[config.mk]
export PLATFORM = sky130hd
export DESIGN_NAME = ntp_timestamp_ms_alu_unit
export DESIGN_NICKNAME = d
export VERILOG_FILES = /design/src/design/ntpms_pkg.sv /design/src/design/ntp_timestamp_ms_alu_unit.sv
export SDC_FILE = /design/constraint.sdc
export NUM_CORES = 2
export LEC_CHECK = 0
export ABC_CLOCK_PERIOD_IN_PS = 9950
export BUFFER_PORTS_ARGS = -buffer_cell sky130_fd_sc_hd__clkbuf_2
export CAP_MARGIN = 20
export CORE_AREA = 3 3 467 469
export CTS_CLUSTER_DIAMETER = 200
export DETAILED_ROUTE_END_ITERATION = 8
export DIE_AREA = 0 0 470 472
export GPL_ROUTABILITY_DRIVEN = 0
export PLACE_DENSITY = 0.58
export SYNTH_ARGS = -nofsm -noshare
export SYNTH_HDL_FRONTEND = slang
export SYNTH_SLANG_ARGS = --single-unit
export TNS_END_PERCENT = 50
[constraint.sdc]
create_clock -name clk -period 9.95 [get_ports clk]
set_clock_uncertainty 0.05 [all_clocks]
set_input_delay 2.985 -clock clk [delete_from_list [all_inputs] [get_ports clk]]
set_output_delay 2.985 -clock clk [all_outputs]
set_load 0.1 [all_outputs]
[src/design/ntpms_pkg.sv]
package ntpms_pkg;

  typedef enum logic [1:0] {
    OP_ADD_MS  = 2'd0,
    OP_SUB_MS  = 2'd1,
    OP_DIFF_MS = 2'd2,
    OP_COMPARE = 2'd3
  } op_t;

  localparam logic [1:0] ORD_EQ = 2'd0;
  localparam logic [1:0] ORD_LT = 2'd1;
  localparam logic [1:0] ORD_GT = 2'd2;

  // 1 ms approximated in 2^-32 s steps
  localparam logic [22:0] STEPS_PER_MS = 23'd4294967;
  localparam logic [9:0]  MS_PER_SEC   = 10'd1000;

  // floor(x / 1000) == ((x >> 3) * DIV_MS_MULT) >> DIV_MS_SHIFT for 32-bit x
  localparam logic [29:0] DIV_MS_MULT  = 30'd549755814;
  localparam int          DIV_MS_SHIFT = 36;

  typedef struct packed {
    logic [1:0]  operation;
    logic [31:0] a_seconds;
    logic [31:0] a_fraction;
    logic [31:0] b_seconds;
    logic [31:0] b_fraction;
    logic [31:0] delay_ms;
  } in_item_t;

  typedef struct packed {
    logic [31:0]        result_seconds;
    logic [31:0]        result_fraction;
    logic signed [31:0] diff_millis;
    logic [1:0]         order;
  } out_item_t;

endpackage

[src/design/ntp_timestamp_ms_alu_unit.sv]
// Throughput: one item per cycle; each stage holds only while the stage after it is full
// and stalled, so bubbles are squeezed out behind a stalled output.
// Reset (rst_n low, synchronous) clears all stage valid bits; payload registers are not reset.
module ntp_timestamp_ms_alu_unit (
  input  logic                 clk,
  input  logic                 rst_n,
  input  logic                 in_valid,
  output logic                 in_ready,
  input  ntpms_pkg::in_item_t  in_data,
  output logic                 out_valid,
  input  logic                 out_ready,
  output ntpms_pkg::out_item_t out_data
);
  import ntpms_pkg::*;

  // stage valids and per-stage advance
  logic v1_r, v2_r, v3_r, v4_r, v5_r, v6_r;
  logic adv1, adv2, adv3, adv4, adv5, adv6;

  assign adv6 = !v6_r || out_ready;
  assign adv5 = !v5_r || adv6;
  assign adv4 = !v4_r || adv5;
  assign adv3 = !v3_r || adv4;
  assign adv2 = !v2_r || adv3;
  assign adv1 = !v1_r || adv2;
  assign in_ready = adv1;

  // ---------------- stage 1: reciprocal product for delay / 1000
  logic [1:0]  op1_r;
  logic [31:0] as1_r, af1_r, bs1_r, bf1_r, dm1_r;
  logic [58:0] prod1_r, prod1_nxt;

  assign prod1_nxt = 59'(in_data.delay_ms[31:3]) * 59'(DIV_MS_MULT);

  always_ff @(posedge clk) begin
    if (adv1) begin
      op1_r   <= in_data.operation;
      as1_r   <= in_data.a_seconds;
      af1_r   <= in_data.a_fraction;
      bs1_r   <= in_data.b_seconds;
      bf1_r   <= in_data.b_fraction;
      dm1_r   <= in_data.delay_ms;
      prod1_r <= prod1_nxt;
    end
  end

  // ---------------- stage 2: quotient, remainder, 64-bit differences
  logic [1:0]  op2_r;
  logic [31:0] as2_r, af2_r;
  logic [22:0] q2_r, q2_nxt;
  logic [9:0]  r2_r, r2_nxt;
  logic [32:0] qk2;
  logic [31:0] rem2;
  logic [64:0] dab2;
  logic [63:0] dab2_r, dba2_r, dba2_nxt;
  logic        lt2_r, eq2_r;

  assign q2_nxt   = prod1_r[58:DIV_MS_SHIFT];
  assign qk2      = 33'(q2_nxt) * 33'(MS_PER_SEC);
  assign rem2     = dm1_r - qk2[31:0];
  assign r2_nxt   = rem2[9:0];
  assign dab2     = {1'b0, as1_r, af1_r} - {1'b0, bs1_r, bf1_r};
  assign dba2_nxt = {bs1_r, bf1_r} - {as1_r, af1_r};

  always_ff @(posedge clk) begin
    if (adv2) begin
      op2_r  <= op1_r;
      as2_r  <= as1_r;
      af2_r  <= af1_r;
      q2_r   <= q2_nxt;
      r2_r   <= r2_nxt;
      dab2_r <= dab2[63:0];
      dba2_r <= dba2_nxt;
      lt2_r  <= dab2[64];
      eq2_r  <= (dab2[63:0] == 64'd0);
    end
  end

  // ---------------- stage 3: fraction steps, order, magnitude select
  logic [1:0]  op3_r, ord3_r, ord3_nxt;
  logic [31:0] as3_r, af3_r;
  logic [22:0] q3_r;
  logic [32:0] steps3;
  logic [31:0] steps3_r;
  logic [63:0] mag3_r;
  logic        neg3_r;

  assign steps3 = 33'(r2_r) * 33'(STEPS_PER_MS);

  always_comb begin
    if (eq2_r)      ord3_nxt = ORD_EQ;
    else if (lt2_r) ord3_nxt = ORD_LT;
    else            ord3_nxt = ORD_GT;
  end

  always_ff @(posedge clk) begin
    if (adv3) begin
      op3_r    <= op2_r;
      as3_r    <= as2_r;
      af3_r    <= af2_r;
      q3_r     <= q2_r;
      steps3_r <= steps3[31:0];
      ord3_r   <= ord3_nxt;
      mag3_r   <= lt2_r ? dba2_r : dab2_r;
      neg3_r   <= lt2_r;
    end
  end

  // ---------------- stage 4: add/sub result, ms products for the difference
  logic [1:0]  op4_r, ord4_r;
  logic [31:0] rs4_r, rf4_r, rs4_nxt, rf4_nxt;
  logic [31:0] secms4_r, frac4_r;
  logic [41:0] fk4;
  logic [9:0]  q04_r;
  logic        neg4_r;
  logic [63:0] sum4, dif4;
  logic [31:0] q4_ext;

  assign q4_ext = 32'(q3_r);
  assign sum4   = {as3_r, af3_r} + {q4_ext, steps3_r};
  assign dif4   = {as3_r, af3_r} - {q4_ext, steps3_r};
  assign fk4    = 42'(mag3_r[31:0]) * 42'(MS_PER_SEC);

  always_comb begin
    rs4_nxt = sum4[63:32];
    rf4_nxt = sum4[31:0];
    if (op3_r == OP_SUB_MS) begin
      if (as3_r > q4_ext) begin
        rs4_nxt = dif4[63:32];
        rf4_nxt = dif4[31:0];
      end else begin
        // clamp at zero seconds
        rs4_nxt = 32'd0;
        rf4_nxt = (steps3_r >= af3_r) ? 32'd0 : (af3_r - steps3_r);
      end
    end
  end

  always_ff @(posedge clk) begin
    if (adv4) begin
      op4_r    <= op3_r;
      ord4_r   <= ord3_r;
      rs4_r    <= rs4_nxt;
      rf4_r    <= rf4_nxt;
      secms4_r <= 32'(mag3_r[63:32] * 32'(MS_PER_SEC));
      frac4_r  <= mag3_r[31:0];
      q04_r    <= fk4[41:32];
      neg4_r   <= neg3_r;
    end
  end

  // ---------------- stage 5: quotient correction (estimate is low by at most one)
  logic [1:0]  op5_r, ord5_r;
  logic [31:0] rs5_r, rf5_r, sum5_r;
  logic [32:0] chk5;
  logic        corr5_r, neg5_r;

  assign chk5 = 33'(q04_r + 10'd1) * 33'(STEPS_PER_MS);

  always_ff @(posedge clk) begin
    if (adv5) begin
      op5_r   <= op4_r;
      ord5_r  <= ord4_r;
      rs5_r   <= rs4_r;
      rf5_r   <= rf4_r;
      sum5_r  <= secms4_r + 32'(q04_r);
      corr5_r <= (chk5 <= 33'(frac4_r));
      neg5_r  <= neg4_r;
    end
  end

  // ---------------- stage 6: sign, field gating, output register
  logic [31:0] mag6;
  out_item_t   out6_r, out6_nxt;

  assign mag6 = sum5_r + 32'(corr5_r);

  always_comb begin
    out6_nxt = '0;
    unique case (op5_r) inside
      OP_ADD_MS, OP_SUB_MS: begin
        out6_nxt.result_seconds  = rs5_r;
        out6_nxt.result_fraction = rf5_r;
      end
      OP_DIFF_MS: out6_nxt.diff_millis = neg5_r ? (32'd0 - mag6) : mag6;
      default:    out6_nxt.order = ord5_r;
    endcase
  end

  always_ff @(posedge clk) begin
    if (adv6) begin
      out6_r <= out6_nxt;
    end
  end

  always_ff @(posedge clk) begin
    if (!rst_n) begin
      v1_r <= 1'b0;
      v2_r <= 1'b0;
      v3_r <= 1'b0;
      v4_r <= 1'b0;
      v5_r <= 1'b0;
      v6_r <= 1'b0;
    end else begin
      if (adv1) v1_r <= in_valid;
      if (adv2) v2_r <= v1_r;
      if (adv3) v3_r <= v2_r;
      if (adv4) v4_r <= v3_r;
      if (adv5) v5_r <= v4_r;
      if (adv6) v6_r <= v5_r;
    end
  end

  assign out_valid = v6_r;
  assign out_data  = out6_r;

endmodule

; After elaboration in Yosys (flattened, before gate mapping)
; Cells that the tools add are included.
[word_totals]
out_inout_bits = 100
elab_cells = 95
mem_bits_ro = 0
register_bits = 961
ramBits = 0
inputBits = 166
latchBits = 0
n_memories = 0
[classes]
mux = 8
n_reduce_logical = 16
addsub = 10
n_eq_ne = 3
n_mul = 6
n_bitwise = 0
shift = 0
n_div = 0
n_lt_le_gt_ge = 3
[op_table]
columns = op, count
row1 = 32-bit two-way mux, 6
row2 = 64-bit by 64-bit subtractor with 65-bit output, 1
row3 = 64-bit by 55-bit adder with 64-bit output, 1
row4 = 64-bit zero test, 1
row5 = 64-bit two-way mux, 1
row6 = 64-bit by 55-bit subtractor with 64-bit output, 1
row7 = 64-bit subtractor, 1
row8 = 29-bit by 29-bit multiplier with 58-bit output (second input constant), 1
row9 = 32-bit by 7-bit multiplier with 39-bit output (second input constant), 1
row10 = 33-bit by 32-bit <= comparator with 1-bit output, 1
row11 = 11-bit by 23-bit multiplier with 33-bit output (second input constant), 1
row12 = 32-bit by 1-bit adder with 32-bit output, 1
row13 = 32-bit by 10-bit adder with 32-bit output, 1
row14 = 32-bit greater-or-equal comparator, 1
row15 = 32-bit by 23-bit > comparator with 1-bit output, 1
row16 = 10-bit by 23-bit multiplier with 32-bit output (second input constant), 1
row17 = 32-bit by 7-bit multiplier with 29-bit output (second input constant), 1
row18 = 1-bit by 32-bit subtractor with 32-bit output (first input constant), 1
row19 = 32-bit subtractor, 1
row20 = 23-bit by 7-bit multiplier with 7-bit output (second input constant), 1
row21 = 10-bit by 1-bit adder with 11-bit output (second input constant), 1
row22 = 10-bit subtractor, 1
row23 = 1-bit zero test, 6
row24 = 1-bit logical OR, 6
row25 = other kinds (6), 7

; Logic depth before layout (Yosys ltp)
[logic_depth]
ltp_word = 7
ltp_mapped = 36

; Least setup slack after synthesis
; OpenSTA, ideal clock, no wires.
[synth_path]
path_kind = input to output
start = input out_ready
end = output in_ready
cell_stages = 4
path_buffers = 0
slack_ns = -1.020
arrival_ns = 7.935
required_ns = 6.915
cell_sequence = nor2b_1 -> and3_1 -> and2_1 -> nand3_1
[synth_via]
elab_chain_len = 6
[synth_lines]
columns = element, line_no
row1 = from (decl), ntp_timestamp_ms_alu_unit.sv:11  ; input logic out_ready,
row2 = 1-bit logical OR, ntp_timestamp_ms_alu_unit.sv:20  ; assign adv6 = !v6_r || out_ready;
row3 = 1-bit logical OR, ntp_timestamp_ms_alu_unit.sv:21  ; assign adv5 = !v5_r || adv6;
row4 = 1-bit logical OR, ntp_timestamp_ms_alu_unit.sv:22  ; assign adv4 = !v4_r || adv5;
row5 = 1-bit logical OR, ntp_timestamp_ms_alu_unit.sv:23  ; assign adv3 = !v3_r || adv4;
row6 = 1-bit logical OR, ntp_timestamp_ms_alu_unit.sv:24  ; assign adv2 = !v2_r || adv3;
row7 = 1-bit logical OR, ntp_timestamp_ms_alu_unit.sv:25  ; assign adv1 = !v1_r || adv2;
row8 = to (decl), ntp_timestamp_ms_alu_unit.sv:8  ; output logic in_ready,
; No other way between the ends.

; Worst setup path after layout
[layout_path]
start = input in_data[13] in the netlist's numbering
end = register prod1_r[57], data pin
[layout_via]
elab_chain_len = 1
[layout_lines]
columns = element, line_no
row1 = from (decl), ntp_timestamp_ms_alu_unit.sv:9  ; input ntpms_pkg::in_item_t in_data,
row2 = 29-bit by 29-bit multiplier with 58-bit output, ntp_timestamp_ms_alu_unit.sv:33  ; assign prod1_nxt = 59'(in_data.delay_ms[31:3]) * 59'(DIV_MS_MULT);
row3 = net prod1_nxt[57], ntp_timestamp_ms_alu_unit.sv:31  ; logic [58:0] prod1_r, prod1_nxt;
row4 = to (signal assigned), ntp_timestamp_ms_alu_unit.sv:43  ; prod1_r <= prod1_nxt;
row5 = to (decl), ntp_timestamp_ms_alu_unit.sv:31
; The timed path passes the listed nets, and every way through them passes these cells.
; A chain may end at the register's enable or synchronous reset.

==> summary.md <==
| Metric | Value |
|---|---|
| Detailed Route WL | 202000 um |
| CP Capture Type | flip-flop |
| Outcome | completed |
| Dpl hpwl | 165000 um |
| Register area | 0.0274 sq mm |
| Setup CP Type | input port to flip-flop |
| Register area share after synthesis | 36.7% |
| Antenna Violating Nets Remaining | 0 |
| Clock tree from TritonCTS | yes |
| DRT iter0 DRCs | 3966 |
| Synth async-reset ratio | 0% |
| Post-CTS Setup Bufs | 0 |
| Prevailing post-synth register cell | edfxtp_1 |
| Synth-to-layout area growth | 12.0% |
| Most frequent cells in the layout | inv_1, ha_1, edfxtp_1 |
| Fillers | roughly 21000 |
| DR DRC count | 0 |
| Tmin final | 9.75 ns |
| Synth Instances | roughly 6800 |
| Global route overflow | 0 |
| Port bufs | around 270 |
| Synth cell types | 96 |
| Reg clk slew, reported paths | 0.06 ns |
| Largest net degree at the start of global routing | 127 |
| Global-route wire length before repair | 311000 um |
| Pins Over Slew Limit | 0 |
| Root Driver | clkbuf_16 |
| Synth Warn # | 0 |
| Fin crit share | 98.0% |
| Initial Util | 34.9% |
| Slew HR | 23.3% |
| Post-cts resize count | 0 |
| Seq cells post-synth | 916 |
| Maxcap violations | 0 |
| Row Count | 170 |
| Htree depth | 3 |
| Multi-input logic area | 0.0423 sq mm |
| Hold buffer count at CTS | 0 |
| Fmax | 103 MHz |
| Die width | 470 um |
| Syn nets | 8492 |
| Layout Nets | 8875 |
| Inserted Clock Buffers | 98 |
| Share of cells above drive strength 1 | 10.1% |
| Post-route cell area | 0.0837 sq mm |
| Fin. Hold Viols | 0 |
| Clk buf depth | 3 |
| Drt pass-1 iters | 6 |
| Core ar. | 0.214 sq mm |
| CP arrival | roughly 10 ns |
| Final setup viols | 0 |
| RSZ-0062 raised after global routing | true |
| Routed vias | 51056 |
| Worst hold path type | flip-flop to flip-flop |
| Commonest non-fill, non-tap cell in the layout | inv_1 |
| Die height | 472 um |
| Post-Syn Area per Cell | 11.1 sq um |
| DR vias/cell | 5.07 |
| Num ports | 266 |
| CP Max Fanout | 6 |
| Mean routed wirelength per cell | ~20 um |
| Die Footprint | 0.222 sq mm |
| CP Launch Type | input port |
| Dpl cell area | 0.0804 sq mm |
| Slew @ Worst Pin | around 1.1 ns |
| Initial antenna violation count | 28 |
| Vias in the first global route | 52293 |
| Clock Sinks | 916 |
| Clk_lat worst skew | between 0.7 and 0.8 ns |
| Post-Syn Area | 0.0748 sq mm |
| Overall Global Routing Usage | roughly 18% |
| CP required | between 10 and 15 ns |
| EDFF count, synth | 910 |
==> metal layers <==
layer	GRT usage, %	vias up	wire, um
met1	23.4	25062	85800
li1	-	24191	-
met3	2.97	342	11800
met2	29.9	1441	94400
met4	7.97	20	9480
met5	0	-	150
==> critical path: stages <==
cell	delay, ns
clkbuf_2	0.16
buf_4	0.17
ha_1	0.29
inv_1	0.05
fa_1	0.38
inv_1	0.11
fa_1	0.43
fa_1	0.52
inv_1	0.05
fa_1	0.50
inv_1	0.05
fa_1	0.48
fa_1	0.52
fa_1	0.41
ha_1	0.31
nand4_1	0.15
nor2_1	0.18
nand2_1	0.09
or3_1	0.37
o221a_2	0.35
o31ai_2	0.38
a41o_1	0.27
a221o_1	0.19
a31o_2	0.20
o311ai_4	0.11
a211oi_2	0.25
nor2_2	0.06
xnor2_1	0.12
==> state kept, by name (all words and copies together) (netlist names), 60 cells and up <==
register,flops
dab2_r,61
mag3_r,61
out_data,98
dba2_r,60
==> worst paths after layout <==
check	end	cells after the start	slack (ns)	from
max	prod1_r[57]$_DFFE_PP_	28	0.20	in_data[13]
min	rf5_r[29]$_DFFE_PP_	0	0.34	rf4_r[29]$_DFFE_PP_
min reg2reg	rf5_r[29]$_DFFE_PP_	0	0.34	rf4_r[29]$_DFFE_PP_
max reg2reg	corr5_r$_DFFE_PP_	36	1.04	q04_r[3]$_DFFE_PP_
==> metrics by stage <==
stage / hold slack, ns / setup WS [ns] / utilization [%] / setup TNS, ns / std cells
global route: 0.349 / -0.0798 / 39.0 / -0.143 / 10055
detailed placement: 0.355 / -0.623 / 37.5 / -5.68 / 9870
floorplan: 0.350 / 0.0469 / - / 0 / 6750
CTS: 0.343 / 0.162 / 39.0 / 0 / 10052
global placement: 0.351 / -0.404 / 37.5 / -2.96 / 9870
finish: 0.344 / 0.198 / 39.1 / 0 / 10070
==> cells by family after synthesis <==
group | Yosys count | share of synthesized area [%]
adder cells (fa/ha/maj) | 1576 | 32.1
AO/OA/AOI/OAI | 1359 | 11.7
buffers and inverters | 1329 | 6.72
AND/OR/NAND/NOR | 1164 | 7.81
flip-flops | 916 | 36.7
XOR/XNOR | 336 | 3.94
multiplexers | 70 | 1.04
==> cell usage after synthesis (46+ instances only) <==
library cell	instances	area, sq um
a31oi_1	46	288
nand2b_1	60	375
a21o_1	161	1210
nor2_1	301	1130
xor2_1	92	806
nor3_1	90	450
and3_1	51	319
inv_1	1174	4410
ha_1	1004	12600
fa_1	572	11500
edfxtp_1	910	27300
o21a_1	58	435
nand4_1	59	369
a21oi_1	446	2230
o21bai_1	71	533
nand3_1	107	536
mux2_2	64	721
clkbuf_1	128	480
o21ai_0	257	1290
nor2b_1	119	744
nand2_1	223	837
xnor2_1	244	2140
==> cell type report <==
cell class / count / area share [%]
flip-flops and latches: 916 / 32.8
clock inverters: 70 / 0.798
clock buffers: 112 / 3.09
well taps: 2838 / 4.24
inverters: 1174 / 5.28
diodes: 17 / 0.0508
multi-input cells: 4505 / 50.6
repair buffers: 438 / 3.18
Power is not shown: default switching activity piles up to over one toggle a cycle in this logic, so the estimate is an artifact.
